===== src/rtl/core/gdad_pkg.sv =====
`timescale 1ns / 1ps
// ----------------------------------------------------------------------------
// gdad_pkg: shared types and constants of the date register
// Field widths, calendar constants, microcode word layout and the flags that
// the datapath returns to the sequencer.
// ----------------------------------------------------------------------------
package gdad_pkg;

  // field widths
  localparam int unsigned YearW  = 14;
  localparam int unsigned MonthW = 4;
  localparam int unsigned DayW   = 5;
  localparam int unsigned OffW   = 23;

  // signed day number, wide enough for any stored date plus any offset
  localparam int unsigned DaysW = 25;

  // shared constant multiplier
  localparam int unsigned MulAW = 22;
  localparam int unsigned MulKW = 13;
  localparam int unsigned ProdW = MulAW + MulKW;

  // quotient of a divide by 100 through the reciprocal
  localparam int unsigned Q100W       = 8;
  localparam int unsigned Recip100Sh  = 19;
  localparam int unsigned RecipYearSh = 20;

  // microcode address width
  localparam int unsigned PcW = 5;

  // calendar constants
  localparam logic [YearW-1:0]         YearMax   = 14'd9999;
  localparam logic signed [DaysW-1:0]  DaysTotal = 25'sd3652425;
  localparam logic [MonthW-1:0]        MonthJan  = 4'd1;
  localparam logic [MonthW-1:0]        MonthDec  = 4'd12;

  // multiplier constants: days per year, 2^19/100 and 2^20*400/146097
  localparam logic [MulKW-1:0] KYearDays  = 13'd365;
  localparam logic [MulKW-1:0] KRecip100  = 13'd5243;
  localparam logic [MulKW-1:0] KRecipYear = 13'd2871;

  // microcode entry points
  localparam logic [PcW-1:0] EntrySet = 5'd0;
  localparam logic [PcW-1:0] EntryAdd = 5'd4;

  // command codes
  localparam logic CmdSet = 1'b0;
  localparam logic CmdAdd = 1'b1;

  // datapath operations
  typedef enum logic [4:0] {
    OP_LOAD_SET,
    OP_LOAD_ADD,
    OP_LEAP_A,
    OP_LEAP_B,
    OP_CHECK_SET,
    OP_FWD_MON,
    OP_DBY_A,
    OP_DBY_B,
    OP_DBY_C,
    OP_DBY_D,
    OP_ADD_T,
    OP_RANGE,
    OP_EST,
    OP_SET_Y,
    OP_UP_CHK,
    OP_DN_CHK,
    OP_REV_MON,
    OP_COMMIT,
    OP_FAIL
  } op_e;

  // branch conditions
  typedef enum logic [2:0] {
    COND_NONE,
    COND_FWD_MON,
    COND_OUT_RANGE,
    COND_UP,
    COND_DN,
    COND_REV_MON
  } cond_e;

  // one microcode word
  typedef struct packed {
    op_e            op;
    logic           plus1;
    cond_e          cond;
    logic [PcW-1:0] target;
    logic           last;
  } ctrl_word_t;

  // datapath status back to the sequencer
  typedef struct packed {
    logic fwd_mon;
    logic out_range;
    logic up;
    logic dn;
    logic rev_mon;
  } dp_flags_t;

  // length of a month, month codes outside 1 to 12 read as 31
  function automatic logic [DayW-1:0] month_days(input logic [MonthW-1:0] m,
                                                 input logic leap);
    logic [DayW-1:0] len;
    case (m)
      4'd2:                      len = leap ? 5'd29 : 5'd28;
      4'd4, 4'd6, 4'd9, 4'd11:  len = 5'd30;
      default:                   len = 5'd31;
    endcase
    return len;
  endfunction

endpackage


===== src/rtl/core/gdad_seq.sv =====
`timescale 1ns / 1ps
// ----------------------------------------------------------------------------
// gdad_seq: microcode sequencer of the date register
// Holds the step counter and the control store, picks the next step from the
// datapath flags and stops on the last step of a program.
// ----------------------------------------------------------------------------
module gdad_seq (
  input  logic                   clk_i,
  input  logic                   rst_ni,
  input  logic                   start_i,
  input  logic                   command_i,
  input  logic                   hold_i,
  input  gdad_pkg::dp_flags_t    flags_i,
  output gdad_pkg::ctrl_word_t   cw_o,
  output logic                   step_o,
  output logic                   busy_o,
  output logic                   done_o
);
  import gdad_pkg::*;

  logic [PcW-1:0] pc_q, pc_d;
  logic           busy_q, busy_d;
  ctrl_word_t     cw;
  logic           taken;

  function automatic ctrl_word_t mk_cw(input op_e op, input logic plus1,
                                       input cond_e cond,
                                       input logic [PcW-1:0] target,
                                       input logic last);
    ctrl_word_t w;
    w.op     = op;
    w.plus1  = plus1;
    w.cond   = cond;
    w.target = target;
    w.last   = last;
    return w;
  endfunction

  // control store
  always_comb begin
    case (pc_q)
      // set: load, leap test, check and store
      5'd0:  cw = mk_cw(OP_LOAD_SET,  1'b0, COND_NONE,      5'd0,  1'b0);
      5'd1:  cw = mk_cw(OP_LEAP_A,    1'b0, COND_NONE,      5'd0,  1'b0);
      5'd2:  cw = mk_cw(OP_LEAP_B,    1'b0, COND_NONE,      5'd0,  1'b0);
      5'd3:  cw = mk_cw(OP_CHECK_SET, 1'b0, COND_NONE,      5'd0,  1'b1);
      // add: day number of the stored date plus offset
      5'd4:  cw = mk_cw(OP_LOAD_ADD,  1'b0, COND_NONE,      5'd0,  1'b0);
      5'd5:  cw = mk_cw(OP_LEAP_A,    1'b0, COND_NONE,      5'd0,  1'b0);
      5'd6:  cw = mk_cw(OP_LEAP_B,    1'b0, COND_NONE,      5'd0,  1'b0);
      5'd7:  cw = mk_cw(OP_FWD_MON,   1'b0, COND_FWD_MON,   5'd7,  1'b0);
      5'd8:  cw = mk_cw(OP_DBY_A,     1'b0, COND_NONE,      5'd0,  1'b0);
      5'd9:  cw = mk_cw(OP_DBY_B,     1'b0, COND_NONE,      5'd0,  1'b0);
      5'd10: cw = mk_cw(OP_DBY_C,     1'b0, COND_NONE,      5'd0,  1'b0);
      5'd11: cw = mk_cw(OP_DBY_D,     1'b0, COND_NONE,      5'd0,  1'b0);
      5'd12: cw = mk_cw(OP_ADD_T,     1'b0, COND_NONE,      5'd0,  1'b0);
      5'd13: cw = mk_cw(OP_RANGE,     1'b0, COND_OUT_RANGE, 5'd30, 1'b0);
      // year estimate and correction
      5'd14: cw = mk_cw(OP_EST,       1'b0, COND_NONE,      5'd0,  1'b0);
      5'd15: cw = mk_cw(OP_SET_Y,     1'b0, COND_NONE,      5'd0,  1'b0);
      5'd16: cw = mk_cw(OP_DBY_A,     1'b1, COND_NONE,      5'd0,  1'b0);
      5'd17: cw = mk_cw(OP_DBY_B,     1'b1, COND_NONE,      5'd0,  1'b0);
      5'd18: cw = mk_cw(OP_DBY_C,     1'b1, COND_NONE,      5'd0,  1'b0);
      5'd19: cw = mk_cw(OP_DBY_D,     1'b1, COND_NONE,      5'd0,  1'b0);
      5'd20: cw = mk_cw(OP_UP_CHK,    1'b0, COND_UP,        5'd16, 1'b0);
      5'd21: cw = mk_cw(OP_DBY_A,     1'b0, COND_NONE,      5'd0,  1'b0);
      5'd22: cw = mk_cw(OP_DBY_B,     1'b0, COND_NONE,      5'd0,  1'b0);
      5'd23: cw = mk_cw(OP_DBY_C,     1'b0, COND_NONE,      5'd0,  1'b0);
      5'd24: cw = mk_cw(OP_DBY_D,     1'b0, COND_NONE,      5'd0,  1'b0);
      5'd25: cw = mk_cw(OP_DN_CHK,    1'b0, COND_DN,        5'd21, 1'b0);
      // month and day within the year
      5'd26: cw = mk_cw(OP_LEAP_A,    1'b0, COND_NONE,      5'd0,  1'b0);
      5'd27: cw = mk_cw(OP_LEAP_B,    1'b0, COND_NONE,      5'd0,  1'b0);
      5'd28: cw = mk_cw(OP_REV_MON,   1'b0, COND_REV_MON,   5'd28, 1'b0);
      5'd29: cw = mk_cw(OP_COMMIT,    1'b0, COND_NONE,      5'd0,  1'b1);
      5'd30: cw = mk_cw(OP_FAIL,      1'b0, COND_NONE,      5'd0,  1'b1);
      default: cw = mk_cw(OP_FAIL,    1'b0, COND_NONE,      5'd0,  1'b1);
    endcase
  end

  // branch condition
  always_comb begin
    case (cw.cond)
      COND_FWD_MON:   taken = flags_i.fwd_mon;
      COND_OUT_RANGE: taken = flags_i.out_range;
      COND_UP:        taken = flags_i.up;
      COND_DN:        taken = flags_i.dn;
      COND_REV_MON:   taken = flags_i.rev_mon;
      default:        taken = 1'b0;
    endcase
  end

  // a finishing step waits while the output word is still held
  assign step_o = busy_q && !(cw.last && hold_i);
  assign done_o = step_o && cw.last;
  assign busy_o = busy_q;
  assign cw_o   = cw;

  // next step
  always_comb begin
    pc_d   = pc_q;
    busy_d = busy_q;
    if (start_i) begin
      pc_d   = (command_i == CmdAdd) ? EntryAdd : EntrySet;
      busy_d = 1'b1;
    end else if (step_o) begin
      if (cw.last) begin
        busy_d = 1'b0;
      end else if (taken) begin
        pc_d = cw.target;
      end else begin
        pc_d = pc_q + PcW'(1);
      end
    end
  end

  always_ff @(posedge clk_i or negedge rst_ni) begin
    if (!rst_ni) begin
      pc_q   <= EntrySet;
      busy_q <= 1'b0;
    end else begin
      pc_q   <= pc_d;
      busy_q <= busy_d;
    end
  end

endmodule


===== src/rtl/core/gdad_dp.sv =====
`timescale 1ns / 1ps
// ----------------------------------------------------------------------------
// gdad_dp: datapath of the date register
// Working registers, one shared constant multiplier, the stored date and the
// ok flag; each microcode operation updates them for one step.
// ----------------------------------------------------------------------------
module gdad_dp (
  input  logic                          clk_i,
  input  logic                          rst_ni,
  input  logic                          load_i,
  input  logic [gdad_pkg::YearW-1:0]    set_year_i,
  input  logic [gdad_pkg::MonthW-1:0]   set_month_i,
  input  logic [gdad_pkg::DayW-1:0]     set_day_i,
  input  logic signed [gdad_pkg::OffW-1:0] day_offset_i,
  input  gdad_pkg::ctrl_word_t          cw_i,
  input  logic                          step_i,
  output gdad_pkg::dp_flags_t           flags_o,
  output logic                          ok_o,
  output logic [gdad_pkg::YearW-1:0]    cur_year_o,
  output logic [gdad_pkg::MonthW-1:0]   cur_month_o,
  output logic [gdad_pkg::DayW-1:0]     cur_day_o
);
  import gdad_pkg::*;

  // captured command word
  logic [YearW-1:0]        set_year_q;
  logic [MonthW-1:0]       set_month_q;
  logic [DayW-1:0]         set_day_q;
  logic signed [OffW-1:0]  off_q;

  // working registers
  logic [YearW-1:0]        y_q, y_d;
  logic signed [DaysW-1:0] n_q, n_d;
  logic signed [DaysW-1:0] t_q, t_d;
  logic [ProdW-1:0]        p_q, p_d;
  logic [MonthW-1:0]       m_q, m_d;
  logic                    leap_q, leap_d;

  // stored date
  logic [YearW-1:0]        year_q, year_d;
  logic [MonthW-1:0]       month_q, month_d;
  logic [DayW-1:0]         day_q, day_d;
  logic                    ok_q, ok_d;

  logic [YearW:0]          yy;
  logic [YearW:0]          yy_q4;
  logic [YearW:0]          yy_q400;
  logic [MulAW-1:0]        mul_a;
  logic [MulKW-1:0]        mul_k;
  logic [ProdW-1:0]        prod;
  logic [Q100W-1:0]        q100;
  logic [YearW-1:0]        hundreds;
  logic [YearW:0]          y_est;
  logic [DayW-1:0]         dim;
  logic                    set_ok;

  // year operand of the day count, this year or the next
  assign yy      = {1'b0, y_q} + (YearW+1)'(cw_i.plus1);
  assign yy_q4   = (yy + (YearW+1)'(3)) >> 2;
  assign yy_q400 = (yy + (YearW+1)'(399)) >> 2;

  // shared constant multiplier operands
  always_comb begin
    case (cw_i.op)
      OP_DBY_A: begin
        mul_a = MulAW'(yy);
        mul_k = KYearDays;
      end
      OP_DBY_B: begin
        mul_a = MulAW'(yy + (YearW+1)'(99));
        mul_k = KRecip100;
      end
      OP_DBY_C: begin
        mul_a = MulAW'(yy_q400);
        mul_k = KRecip100;
      end
      OP_LEAP_A: begin
        mul_a = MulAW'(y_q);
        mul_k = KRecip100;
      end
      OP_EST: begin
        mul_a = n_q[MulAW-1:0];
        mul_k = KRecipYear;
      end
      default: begin
        mul_a = '0;
        mul_k = '0;
      end
    endcase
  end

  assign prod = ProdW'(mul_a) * ProdW'(mul_k);

  // quotients read back from the product register
  assign q100     = p_q[Recip100Sh +: Q100W];
  assign hundreds = YearW'({q100, 6'b0}) + YearW'({q100, 5'b0}) + YearW'({q100, 2'b0});
  assign y_est    = p_q[RecipYearSh +: (YearW+1)];

  // month length for the month counter, and the set check
  assign dim    = month_days(m_q, leap_q);
  assign set_ok = (set_year_q <= YearMax) && (set_month_q inside {[MonthJan:MonthDec]}) &&
                  (set_day_q != '0) && (set_day_q <= month_days(set_month_q, leap_q));

  // flags for the branch conditions
  assign flags_o.fwd_mon   = (m_q < month_q);
  assign flags_o.out_range = (n_q < 0) || (n_q >= DaysTotal);
  assign flags_o.up        = (y_q < YearMax) && (t_q <= n_q);
  assign flags_o.dn        = (y_q != '0) && (t_q > n_q);
  assign flags_o.rev_mon   = (m_q < MonthDec) && (n_q >= $signed(DaysW'(dim)));

  // step operations
  always_comb begin
    y_d     = y_q;
    n_d     = n_q;
    t_d     = t_q;
    p_d     = p_q;
    m_d     = m_q;
    leap_d  = leap_q;
    year_d  = year_q;
    month_d = month_q;
    day_d   = day_q;
    ok_d    = ok_q;
    case (cw_i.op)
      OP_LOAD_SET: begin
        y_d = set_year_q;
      end
      OP_LOAD_ADD: begin
        y_d = year_q;
        n_d = DaysW'(off_q) + DaysW'(day_q) - DaysW'(1);
        m_d = MonthJan;
      end
      OP_LEAP_A: begin
        p_d = prod;
      end
      OP_LEAP_B: begin
        leap_d = (y_q[1:0] == 2'b00) && ((hundreds != y_q) || (q100[1:0] == 2'b00));
      end
      OP_CHECK_SET: begin
        ok_d = set_ok;
        if (set_ok) begin
          year_d  = set_year_q;
          month_d = set_month_q;
          day_d   = set_day_q;
        end
      end
      OP_FWD_MON: begin
        if (flags_o.fwd_mon) begin
          n_d = n_q + DaysW'(dim);
          m_d = m_q + MonthW'(1);
        end
      end
      OP_DBY_A: begin
        p_d = prod;
      end
      OP_DBY_B: begin
        t_d = DaysW'(p_q[MulAW-1:0]) + DaysW'(yy_q4);
        p_d = prod;
      end
      OP_DBY_C: begin
        t_d = t_q - DaysW'(q100);
        p_d = prod;
      end
      OP_DBY_D: begin
        t_d = t_q + DaysW'(q100);
      end
      OP_ADD_T: begin
        n_d = n_q + t_q;
      end
      OP_EST: begin
        p_d = prod;
      end
      OP_SET_Y: begin
        y_d = (y_est > (YearW+1)'(YearMax)) ? YearMax : y_est[YearW-1:0];
      end
      OP_UP_CHK: begin
        if (flags_o.up) begin
          y_d = y_q + YearW'(1);
        end
      end
      OP_DN_CHK: begin
        if (flags_o.dn) begin
          y_d = y_q - YearW'(1);
        end else begin
          n_d = n_q - t_q;
          m_d = MonthJan;
        end
      end
      OP_REV_MON: begin
        if (flags_o.rev_mon) begin
          n_d = n_q - DaysW'(dim);
          m_d = m_q + MonthW'(1);
        end
      end
      OP_COMMIT: begin
        year_d  = y_q;
        month_d = m_q;
        day_d   = n_q[DayW-1:0] + DayW'(1);
        ok_d    = 1'b1;
      end
      OP_FAIL: begin
        ok_d = 1'b0;
      end
      default: begin
        ok_d = ok_q;
      end
    endcase
  end

  // command capture and working registers
  always_ff @(posedge clk_i) begin
    if (load_i) begin
      set_year_q  <= set_year_i;
      set_month_q <= set_month_i;
      set_day_q   <= set_day_i;
      off_q       <= day_offset_i;
    end
    if (step_i) begin
      y_q    <= y_d;
      n_q    <= n_d;
      t_q    <= t_d;
      p_q    <= p_d;
      m_q    <= m_d;
      leap_q <= leap_d;
    end
  end

  // stored date and ok flag
  always_ff @(posedge clk_i or negedge rst_ni) begin
    if (!rst_ni) begin
      year_q  <= '0;
      month_q <= MonthJan;
      day_q   <= DayW'(1);
      ok_q    <= 1'b0;
    end else if (step_i) begin
      year_q  <= year_d;
      month_q <= month_d;
      day_q   <= day_d;
      ok_q    <= ok_d;
    end
  end

  assign ok_o        = ok_q;
  assign cur_year_o  = year_q;
  assign cur_month_o = month_q;
  assign cur_day_o   = day_q;

endmodule


===== src/rtl/core/gregorian_date_add_days.sv =====
`timescale 1ns / 1ps
// ----------------------------------------------------------------------------
// gregorian_date_add_days: Gregorian date register with set and add-days
// Stores a date of years 0 to 9999; a set word stores a checked date, an add
// word moves the stored date by a signed day count. One result per word.
// ----------------------------------------------------------------------------
//  channel | handshake              | fields
//  --------+------------------------+--------------------------------------------
//  in      | in_valid_i, in_stall_o | command, set_year, set_month, set_day,
//          |                        | day_offset
//  out     | out_valid_o,out_stall_i| ok, cur_year, cur_month, cur_day
//
//  The run time of an add word is set by the month walks of the microcode,
//  one each way, and by the year correction loops over the shared multiplier;
//  a refused add word stops at the range check after the forward month walk.
//  Reset leaves 1 January of year 0 stored and the sequencer idle.
//  A new word is taken once the previous program has finished; a result that
//  waits on out_stall_i holds the last step of the next program.
// ----------------------------------------------------------------------------
module gregorian_date_add_days (
  input  logic                             clk_i,
  input  logic                             rst_ni,
  input  logic                             in_valid_i,
  output logic                             in_stall_o,
  input  logic                             command_i,
  input  logic [gdad_pkg::YearW-1:0]       set_year_i,
  input  logic [gdad_pkg::MonthW-1:0]      set_month_i,
  input  logic [gdad_pkg::DayW-1:0]        set_day_i,
  input  logic signed [gdad_pkg::OffW-1:0] day_offset_i,
  output logic                             out_valid_o,
  input  logic                             out_stall_i,
  output logic                             ok_o,
  output logic [gdad_pkg::YearW-1:0]       cur_year_o,
  output logic [gdad_pkg::MonthW-1:0]      cur_month_o,
  output logic [gdad_pkg::DayW-1:0]        cur_day_o
);
  import gdad_pkg::*;

  ctrl_word_t cw;
  dp_flags_t  flags;
  logic       in_accept;
  logic       step;
  logic       busy;
  logic       done;
  logic       hold;
  logic       out_valid_q, out_valid_d;

  // input handshake
  assign in_accept  = in_valid_i && !busy;
  assign in_stall_o = busy;

  // output word still waiting
  assign hold = out_valid_q && out_stall_i;

  gdad_seq u_seq (
    .clk_i     (clk_i),
    .rst_ni    (rst_ni),
    .start_i   (in_accept),
    .command_i (command_i),
    .hold_i    (hold),
    .flags_i   (flags),
    .cw_o      (cw),
    .step_o    (step),
    .busy_o    (busy),
    .done_o    (done)
  );

  gdad_dp u_dp (
    .clk_i        (clk_i),
    .rst_ni       (rst_ni),
    .load_i       (in_accept),
    .set_year_i   (set_year_i),
    .set_month_i  (set_month_i),
    .set_day_i    (set_day_i),
    .day_offset_i (day_offset_i),
    .cw_i         (cw),
    .step_i       (step),
    .flags_o      (flags),
    .ok_o         (ok_o),
    .cur_year_o   (cur_year_o),
    .cur_month_o  (cur_month_o),
    .cur_day_o    (cur_day_o)
  );

  // output valid
  always_comb begin
    out_valid_d = hold;
    if (done) begin
      out_valid_d = 1'b1;
    end
  end

  always_ff @(posedge clk_i or negedge rst_ni) begin
    if (!rst_ni) begin
      out_valid_q <= 1'b0;
    end else begin
      out_valid_q <= out_valid_d;
    end
  end

  assign out_valid_o = out_valid_q;

  // a taken word keeps the input side closed for the next cycle
  a_busy_after_accept: assert property (
    @(posedge clk_i) disable iff (!rst_ni)
    in_valid_i && !in_stall_o |=> in_stall_o
  ) else $error("input not closed after a word was taken");

  // the stored date is in range whenever a result is valid
  a_date_legal: assert property (
    @(posedge clk_i) disable iff (!rst_ni)
    out_valid_o |-> (cur_month_o >= MonthJan) && (cur_month_o <= MonthDec) &&
                    (cur_day_o != '0) && (cur_year_o <= YearMax)
  ) else $error("stored date out of range");

  // the stored date moves only with a fresh ok result
  a_date_moves_with_ok: assert property (
    @(posedge clk_i) disable iff (!rst_ni)
    !$stable({cur_year_o, cur_month_o, cur_day_o}) |-> out_valid_o && ok_o
  ) else $error("stored date changed without an ok result");

endmodule

===== config.mk =====
export PLATFORM = sky130hd
export DESIGN_NAME = gregorian_date_add_days
export DESIGN_NICKNAME = d
export VERILOG_FILES = /design/src/rtl/core/gdad_pkg.sv /design/src/rtl/core/gdad_seq.sv /design/src/rtl/core/gdad_dp.sv /design/src/rtl/core/gregorian_date_add_days.sv
export SDC_FILE = /design/constraint.sdc
export NUM_CORES = 1
export LEC_CHECK = 0
export BUFFER_PORTS_ARGS = -buffer_cell sky130_fd_sc_hd__buf_2
export CELL_PAD_IN_SITES_DETAIL_PLACEMENT = 2
export CELL_PAD_IN_SITES_GLOBAL_PLACEMENT = 2
export CORE_UTILIZATION = 40
export DETAILED_ROUTE_END_ITERATION = 8
export GPL_ROUTABILITY_DRIVEN = 0
export PLACE_DENSITY = 0.82
export SLEW_MARGIN = 20
export SYNTH_ARGS = -nofsm -noshare
export SYNTH_HDL_FRONTEND = slang
export SYNTH_HIERARCHICAL = 1
export SYNTH_SLANG_ARGS = --single-unit

===== constraint.sdc =====
create_clock -name clk_i -period 15.65 [get_ports clk_i]
set_clock_uncertainty 0.15 [all_clocks]
set_input_delay 2.3475 -clock clk_i [delete_from_list [all_inputs] [get_ports clk_i]]
set_output_delay 2.3475 -clock clk_i [all_outputs]
set_load 0.05 [all_outputs]

[Word-level counts from Yosys, hierarchy flattened]
Memories as Yosys holds them, arrays and structs flattened.
Cells that the tools add are included.
Word-level totals
  output and inout port bits: 26
  memories kept: 1
  register bits after elaboration: 181
  ROM bits: 480
Memory list
  (no name shown): depth 32, bits a word 15, rd ports 1, clocked after Yosys merged registers in 0, wr ports 0, line gdad_seq.sv:41  | case (pc_q)
Operators by class
  reduce and logical (&&, ||, !) cells: 44
  add/sub/neg operators: 20
  $lt $le $gt $ge: 13
  mux-type cells: 35
  multipliers: 1
  equal/unequal tests: 40
Operators with widths (number)
  $pmux 25 s5: 1
  $pmux 22 s5: 1
  $mux 25: 3
  $pmux 25 s3: 1
  $pmux 14 s5: 1
  $mux 14: 4
  $pmux 13 s3: 1
  $eq 5x4->1 const B: 7
  $mul 22x13->35: 1
  $pmux 5 s2: 3
  $pmux 14 s2: 1
  $add 25x25->25: 1
  $add 25x5->25: 1
  $add 25x8->25: 1
  $ge 25x23->1 const B: 1
  $ge 25x6->1: 1
  $gt 25x25->1: 1
  $le 25x25->1: 1
  $lt 25x1->1 const B: 1
  $mux 5: 5
  $sub 25x1->25 const B: 1
  $sub 25x25->25: 1
  $sub 25x5->25: 1
  $sub 25x8->25: 1
  57 further kinds: 112

[Depth between registers and ports, before layout]
Gate-level depths: netlist of the first run.
  word-level depth: 10
  depth in mapped cells: 38
  depth with buffers taken out: 37

[Modules after synthesis]
Netlist of the first run, hierarchy kept.
By module, submodules not included
  gdad_dp: sequential area each 5107.4 µm², instances 1, area each 24541.0 µm², cells each 2737
  gdad_seq: sequential area each 150.1 µm², instances 1, area each 892.1 µm², cells each 117
  gregorian_date_add_days: sequential area each 25.0 µm², instances 1, area each 45.0 µm², cells each 4

[Least setup slack after synthesis of the first run]
Ideal clock, no wire load.
  path type: flip-flop to flip-flop
  start point: register u_seq.pc_q[0]
  end point: register u_dp.p_q[34] (data pin)
  data arrival time: 8356 ps
  clock period less this slack: 8764 ps
  slack: 6886 ps
  buffers on the path: 2
  library setup time: 258 ps
  cell stages (with the launch flop): 34
  cells stage by stage: dfrtp_1 > ha_1 > ha_1 > or3b_4 > o21a_1 > inv_1 > or3_1 > clkbuf_1 > nor3_1 > buf_2 > nand2_1 > nand2_1 > a221oi_1 > o21ai_1 > nand2_1 > fa_1 > inv_1 > fa_1 > fa_1 > fa_1 > inv_1 > fa_1 > inv_1 > ha_1 > a21o_1 > a21o_1 > a221o_1 > a31o_2 > a311oi_2 > o2111ai_1 > nand2_1 > o2111ai_1 > a21oi_1 > xnor2_1
RTL lines
  start: declaration: line gdad_seq.sv:21  | logic [PcW-1:0] pc_q, pc_d;
  start signal: assignment: line gdad_seq.sv:119  | pc_q <= EntrySet;
  start signal: assignment: line gdad_seq.sv:122  | pc_q <= pc_d;
  end signal: assignment: line gdad_dp.sv:221  | p_q <= p_d;
  end: declaration: line gdad_dp.sv:35  | logic [ProdW-1:0] p_q, p_d;

==> flow_summary_export.csv, run 1 <==
group,metric,value,unit
final_layout,seq_area,5280,um^2
die,die_x,254,um
clocking,cts_max_path_buffers,2,
clocking,cts_tree,"done",
run_status,status,"finished, final reports clean",
critical_path,critPathRequiredTime,15.76,ns
final_layout,postLayoutCellArea,27600,um^2
detailed_routing,wire_per_inst,26.0,um
detailed_routing,first_pass_iters,5,
detailed_routing,routed_wl,98600,um
clocking,clk_pin_slew,0.09,ns
detailed_routing,vias,22300,
final_layout,nFillCells,7006,
placement,port_buffers,76,
detailed_routing,ant_nets,0,
die,core_area,63000,um^2
placement,hpwlAfterDp,79600,um
die,pin_count,77,
sta,fin_hold_ws,0.373,ns
sta,period_share,72.2,%
synth,syn_avg_cell_area,8.92,um^2
critical_path,r2r_slack,4.35,ns
synth,synthCells,2855,
clocking,cts_sinks,181,
critical_path,cp_max_fo,20,
sta,hold_viol,0,
critical_path,crit_path_top_delay_cell,"xor2_1",
synth,ys_warn_count,6,
final_layout,drive_gt1_share,7.35,%
final_layout,fin_cells,3787,
sta,tns,0,ns
clocking,cts_max_level,4,
detailed_routing,routed_via_density,5.88,
critical_path,worstSetupPathType,"flip-flop to flip-flop",
placement,dp.cells,3753,
die,die_y,254,um
die,num_rows,92,
sta,finalCriticalPeriod,11.30,ns
die,start_util,40.4,%
grt,grt_pass1_wl,152000,um
clocking,cts_buffers,17,
die,die_area,64700,um^2
sta,finalSetupViolCount,0,
final_layout,finalNetCount,3488,
clocking,clk_latency,0.52,ns
hold_path,hold_path.class,"flip-flop to flip-flop",
sta,grt_setup_unrepaired,"no",
sta,max-slew-margin-rel,30.2,%
sta,fmax,88.5,MHz
clocking,clock-root-buffer,"clkbuf_16",
critical_path,crit_arrival,11.41,ns
grt,grt_antenna_before_repair,1,
detailed_routing,drt_iter0_markers,1205,
job,drv_cap,0,
placement,placed_area,26900,um^2
grt,grt_pass1_vias,25700,
critical_path,endpoint_kind,"flip-flop",
grt,grt.total_usage,31.2,%
clocking,post_cts_resized,0,
final_layout,multiInputGateArea,18300,um^2
clocking,post-cts-setup-buffer-count,0,
critical_path,worstSetupStartpointType,"flip-flop",
grt,grt_start_max_net_pins,54,
synth,synth_area,25500,um^2
sta,slew_violations,0,
grt,grt.overflow.total,0,
final_layout,syn2layout_area_growth,8.41,%
sta,tightest_slew,1.04,ns
clocking,cts_hold_buffers,0,
detailed_routing,drc_errors,0,
critical_path,cpPeakStageDelay,0.84,ns
critical path, delay by kind of cell (launching register included):
family                     cells  cell delay (ns)
buffers and inverters          3             0.21
AOI/OAI and AO/OA              9             3.12
DFF                            1             0.78
adders and majority gates      8             3.67
xor gates and xnor gates       3             1.11
and+or+nand+nor               10             1.99
routing by layer:
| metal | vias up | GRT usage, % | wire length (um) | share of wire, % |
|---|---|---|---|---|
| met5 | - | 0 | 0 | 0 |
| met4 | 0 | 14.6 | 4840 | 4.9 |
| met3 | 263 | 4.84 | 4370 | 4.4 |
| met2 | 552 | 57.9 | 51900 | 53 |
| met1 | 11500 | 34.5 | 37400 | 38 |
| li1 | 9954 | - | - | - |
cells in the final DEF, fill, tap and decap left out, types with 13 or more instances in the layout:
master / instances
xor2_1: 74
a221oi_1: 15
a21oi_1: 200
o22ai_1: 15
and2_1: 33
a31oi_1: 15
nor2_1: 191
ha_1: 300
conb_1: 28
or3_1: 15
mux2i_1: 19
buf_2: 76
buf_4: 33
nand2_1: 202
o211ai_1: 18
nor3_1: 41
nor2b_1: 23
o21ai_0: 126
and3_1: 21
a211oi_1: 26
clkbuf_16: 18
xnor2_1: 114
nor4_1: 13
fa_1: 210
a21o_1: 63
edfxtp_1: 150
o21bai_1: 21
o221ai_1: 15
a22oi_1: 13
o21ai_1: 30
nand2b_1: 38
dfrtp_1: 29
nand3_1: 48
o21a_1: 22
inv_1: 439
worst paths after layout:
kind	from	to	depth (start not counted)
max	u_seq/pc_q[4]	u_dp/p_q[33]	33
min reg2reg	out_valid_o	out_valid_o	1
min in group asynchronous	rst_ni	u_seq/pc_q[3]	1
min	out_valid_o	out_valid_o	1
max reg2reg	u_seq/pc_q[4]	u_dp/p_q[33]	33
max in group asynchronous	rst_ni	u_dp/cur_year_o[2]	1
flip-flops by register name, indices dropped and copies added (netlist names):
| signal | flops |
|---|---|
| u_seq/busy_o | 1 |
| u_dp/cur_month_o | 4 |
| u_dp/t_q | 25 |
| u_dp/n_q | 25 |
| u_dp/set_year_q | 14 |
| u_dp/m_q | 4 |
| u_dp/cur_year_o | 14 |
| u_dp/set_day_q | 5 |
| u_dp/set_month_q | 4 |
| u_dp/off_q | 23 |
| u_seq/pc_q | 5 |
| u_dp/leap_q | 1 |
| u_dp/ok_o | 1 |
| u_dp/cur_day_o | 5 |
| out_valid_o | 1 |
| u_dp/p_q | 35 |
| u_dp/y_q | 14 |
area by class of cell:
type	instances	area share [%]
Sequential cell	181	19.1
Timing Repair Buffer	110	2.38
Inverter	443	6.02
Antenna cell	1	0.00907
Tap cell	846	3.84
Clock inverter	14	0.630
Multi-Input combinational cell	2174	66.4
Clock buffer	18	1.63
metrics by stage:
step / util, % / setup slack [ns]
finish: 43.8 / 4.35
global route: 43.8 / 3.87
CTS: 43.8 / 4.49
detailed placement: 42.8 / 4.57
global placement: 42.8 / 5.23
floorplan: - / 6.89
Power of run 1 is left out: the tool's default activity adds up to more than one toggle a clock period on the data nets, which glitch-free logic cannot reach.
==> run 2, diff against run 1 <==
==> constraint.sdc (replaced) <==
create_clock -name clk_i -period 11.7 [get_ports clk_i]
set_clock_uncertainty 0.15 [all_clocks]
set_input_delay 1.755 -clock clk_i [delete_from_list [all_inputs] [get_ports clk_i]]
set_output_delay 1.755 -clock clk_i [all_outputs]
set_load 0.05 [all_outputs]
==> run 2 against run 1 <==
Against the previous run:
- maximum frequency up 2.1%
- clock-buffer cell count stayed put
- first-iteration DRC count rose by 5.0%
- global-route usage is 0.52 points lower
- hold slack lost 0.016 ns
- sequential share of layout area about the same
- worst setup slack lost 3.7 ns
- cell count is 0.13% higher
- routed wire length fell by 2.1%
- largest cell class unchanged
- highest routed layer unchanged
==> flow_summary_export.csv, run 2 (synthesized netlist as in run 1, its figures left out) <==
group,metric,value,unit
detailed_routing,drt_iter0_markers,1265,
detailed_routing,ant_nets,0,
placement,hpwlAfterDp,78600,um
placement,port_buffers,76,
sta,timing.final.ws_setup,0.632,ns
critical_path,crit_arrival,11.19,ns
final_layout,finalNetCount,3493,
grt,grt_antenna_before_repair,3,
critical_path,critPathRequiredTime,11.82,ns
detailed_routing,dr_wl_met3,3920,um
die,num_rows,92,
sta,tightest_slew,1.17,ns
die,core_area,63000,um^2
final_layout,largest_reg_flops,35,
final_layout,reg_top3,"u_dp/p_q: 35 flops, u_dp/n_q: 25 flops, u_dp/t_q: 25 flops",
detailed_routing,vias,22200,
critical_path,path_buf_inv,8,
final_layout,regMostFlops,"u_dp/p_q",
critical_path,worstSetupStartpointType,"flip-flop",
job,drv_cap,0,
die,die_x,254,um
critical_path,endpoint_kind,"flip-flop",
grt,grt_pass1_vias,25400,
sta,period_share,94.6,%
grt,grt.overflow.total,0,
final_layout,layout_commonest_cell,"inv_1",
sta,fmax,90.4,MHz
clocking,post_cts_resized,0,
clocking,cts_buffers,17,
clocking,post-cts-setup-buffer-count,0,
critical_path,crit_path_top_delay_cell,"a311oi_2",
detailed_routing,routed_wl,96500,um
critical_path,cp_top_family,"adder cells",
final_layout,postLayoutCellArea,27600,um^2
detailed_routing,routed_via_density,5.86,
detailed_routing,first_pass_iters,5,
clocking,cts_max_path_buffers,2,
detailed_routing,drt-met1-wl,38300,um
clocking,clk_pin_slew,0.09,ns
final_layout,drive_gt1_share,7.44,%
detailed_routing,wl_met2,49400,um
clocking,cts_tree,"done",
clocking,clock-root-buffer,"clkbuf_16",
sta,hold_viol,0,
final_layout,syn2layout_area_growth,8.31,%
run_status,status,"finished, final reports clean",
placement,placed_area,27000,um^2
grt,grt_pass1_wl,150000,um
sta,finalSetupViolCount,0,
sta,finalCriticalPeriod,11.07,ns
die,start_util,40.4,%
die,pin_count,77,
grt,grt.total_usage,30.6,%
clocking,cts_hold_buffers,0,
grt,grt_start_max_net_pins,54,
detailed_routing,dr.max_layer_used,"met4",
critical_path,cpPeakStageDelay,0.70,ns
detailed_routing,drc_errors,0,
final_layout,final_cell_mix,"439 x inv_1, 300 x ha_1, 210 x fa_1, 202 x nand2_1, 200 x a21oi_1",
critical_path,cp_max_fo,38,
sta,max-slew-margin-rel,21.2,%
clocking,cts_sinks,181,
clocking,cts_max_level,4,
die,die_area,64700,um^2
die,die_y,254,um
sta,grt_setup_unrepaired,"no",
critical_path,cpMostUsedCell,"inv_1",
placement,dp_slack,0.848,ns
sta,tns,0,ns
clocking,clk_latency,0.52,ns
detailed_routing,wire_per_inst,25.4,um
critical_path,worstSetupPathType,"flip-flop to flip-flop",
sta,slew_violations,0,
hold_path,hold_path.class,"flip-flop to flip-flop",
==> run 2: worst paths after layout <==
path | startpoint | endpoint | slack [ns] | depth (start not counted)
hold / removal | u_dp/cur_day_o[0] | u_dp/cur_day_o[0] | 0.36 | 2
min in group asynchronous | rst_ni | u_dp/cur_year_o[8] | 1.21 | 1
hold reg to reg | u_dp/cur_day_o[0] | u_dp/cur_day_o[0] | 0.36 | 2
setup reg to reg | u_seq/pc_q[0] | u_dp/p_q[34] | 0.63 | 36
max in group asynchronous | rst_ni | u_dp/ok_o | 9.64 | 1
setup / recovery | u_seq/pc_q[0] | u_dp/p_q[34] | 0.63 | 36
==> run 2: through the flow <==
stage / instances / hold slack (ns) / util, %
floorplan: 2881 / 0.382 / -
global placement: 3759 / 0.333 / 42.9
detailed placement: 3759 / 0.348 / 42.9
CTS: 3791 / 0.360 / 43.8
global route: 3792 / 0.388 / 43.8
finish: 3792 / 0.357 / 43.8
==> run 2: per-layer routing <==
layer  global-route usage (%)  vias up
met5                        0        -
met1                     35.6    11500
met4                     15.0        0
li1                         -     9977
met3                     4.51      239
met2                     54.8      524
==> run 2: layout make-up <==
| type | instances | area [um^2] |
|---|---|---|
| repair buffers | 115 | 673 |
| flip-flops and latches | 181 | 5280 |
| inverters | 443 | 1660 |
| diodes | 1 | 2.50 |
| multi-input cells | 2174 | 18300 |
| well taps | 846 | 1060 |
| clock buffers | 18 | 429 |
| clock inverters | 14 | 161 |
| fillers | 6973 | 35400 |
==> run 2: worst register-to-register path, delay by kind of cell (launching register included) <==
kind / cells / cell delay [ns]
buffers and inverters: 8 / 0.91
xor gates and xnor gates: 1 / 0.08
AOI/OAI and AO/OA: 10 / 3.08
adders and majority gates: 8 / 3.62
and+or+nand+nor: 9 / 2.49
DFF: 1 / 0.50
Power of run 2 is left out for the same reason.
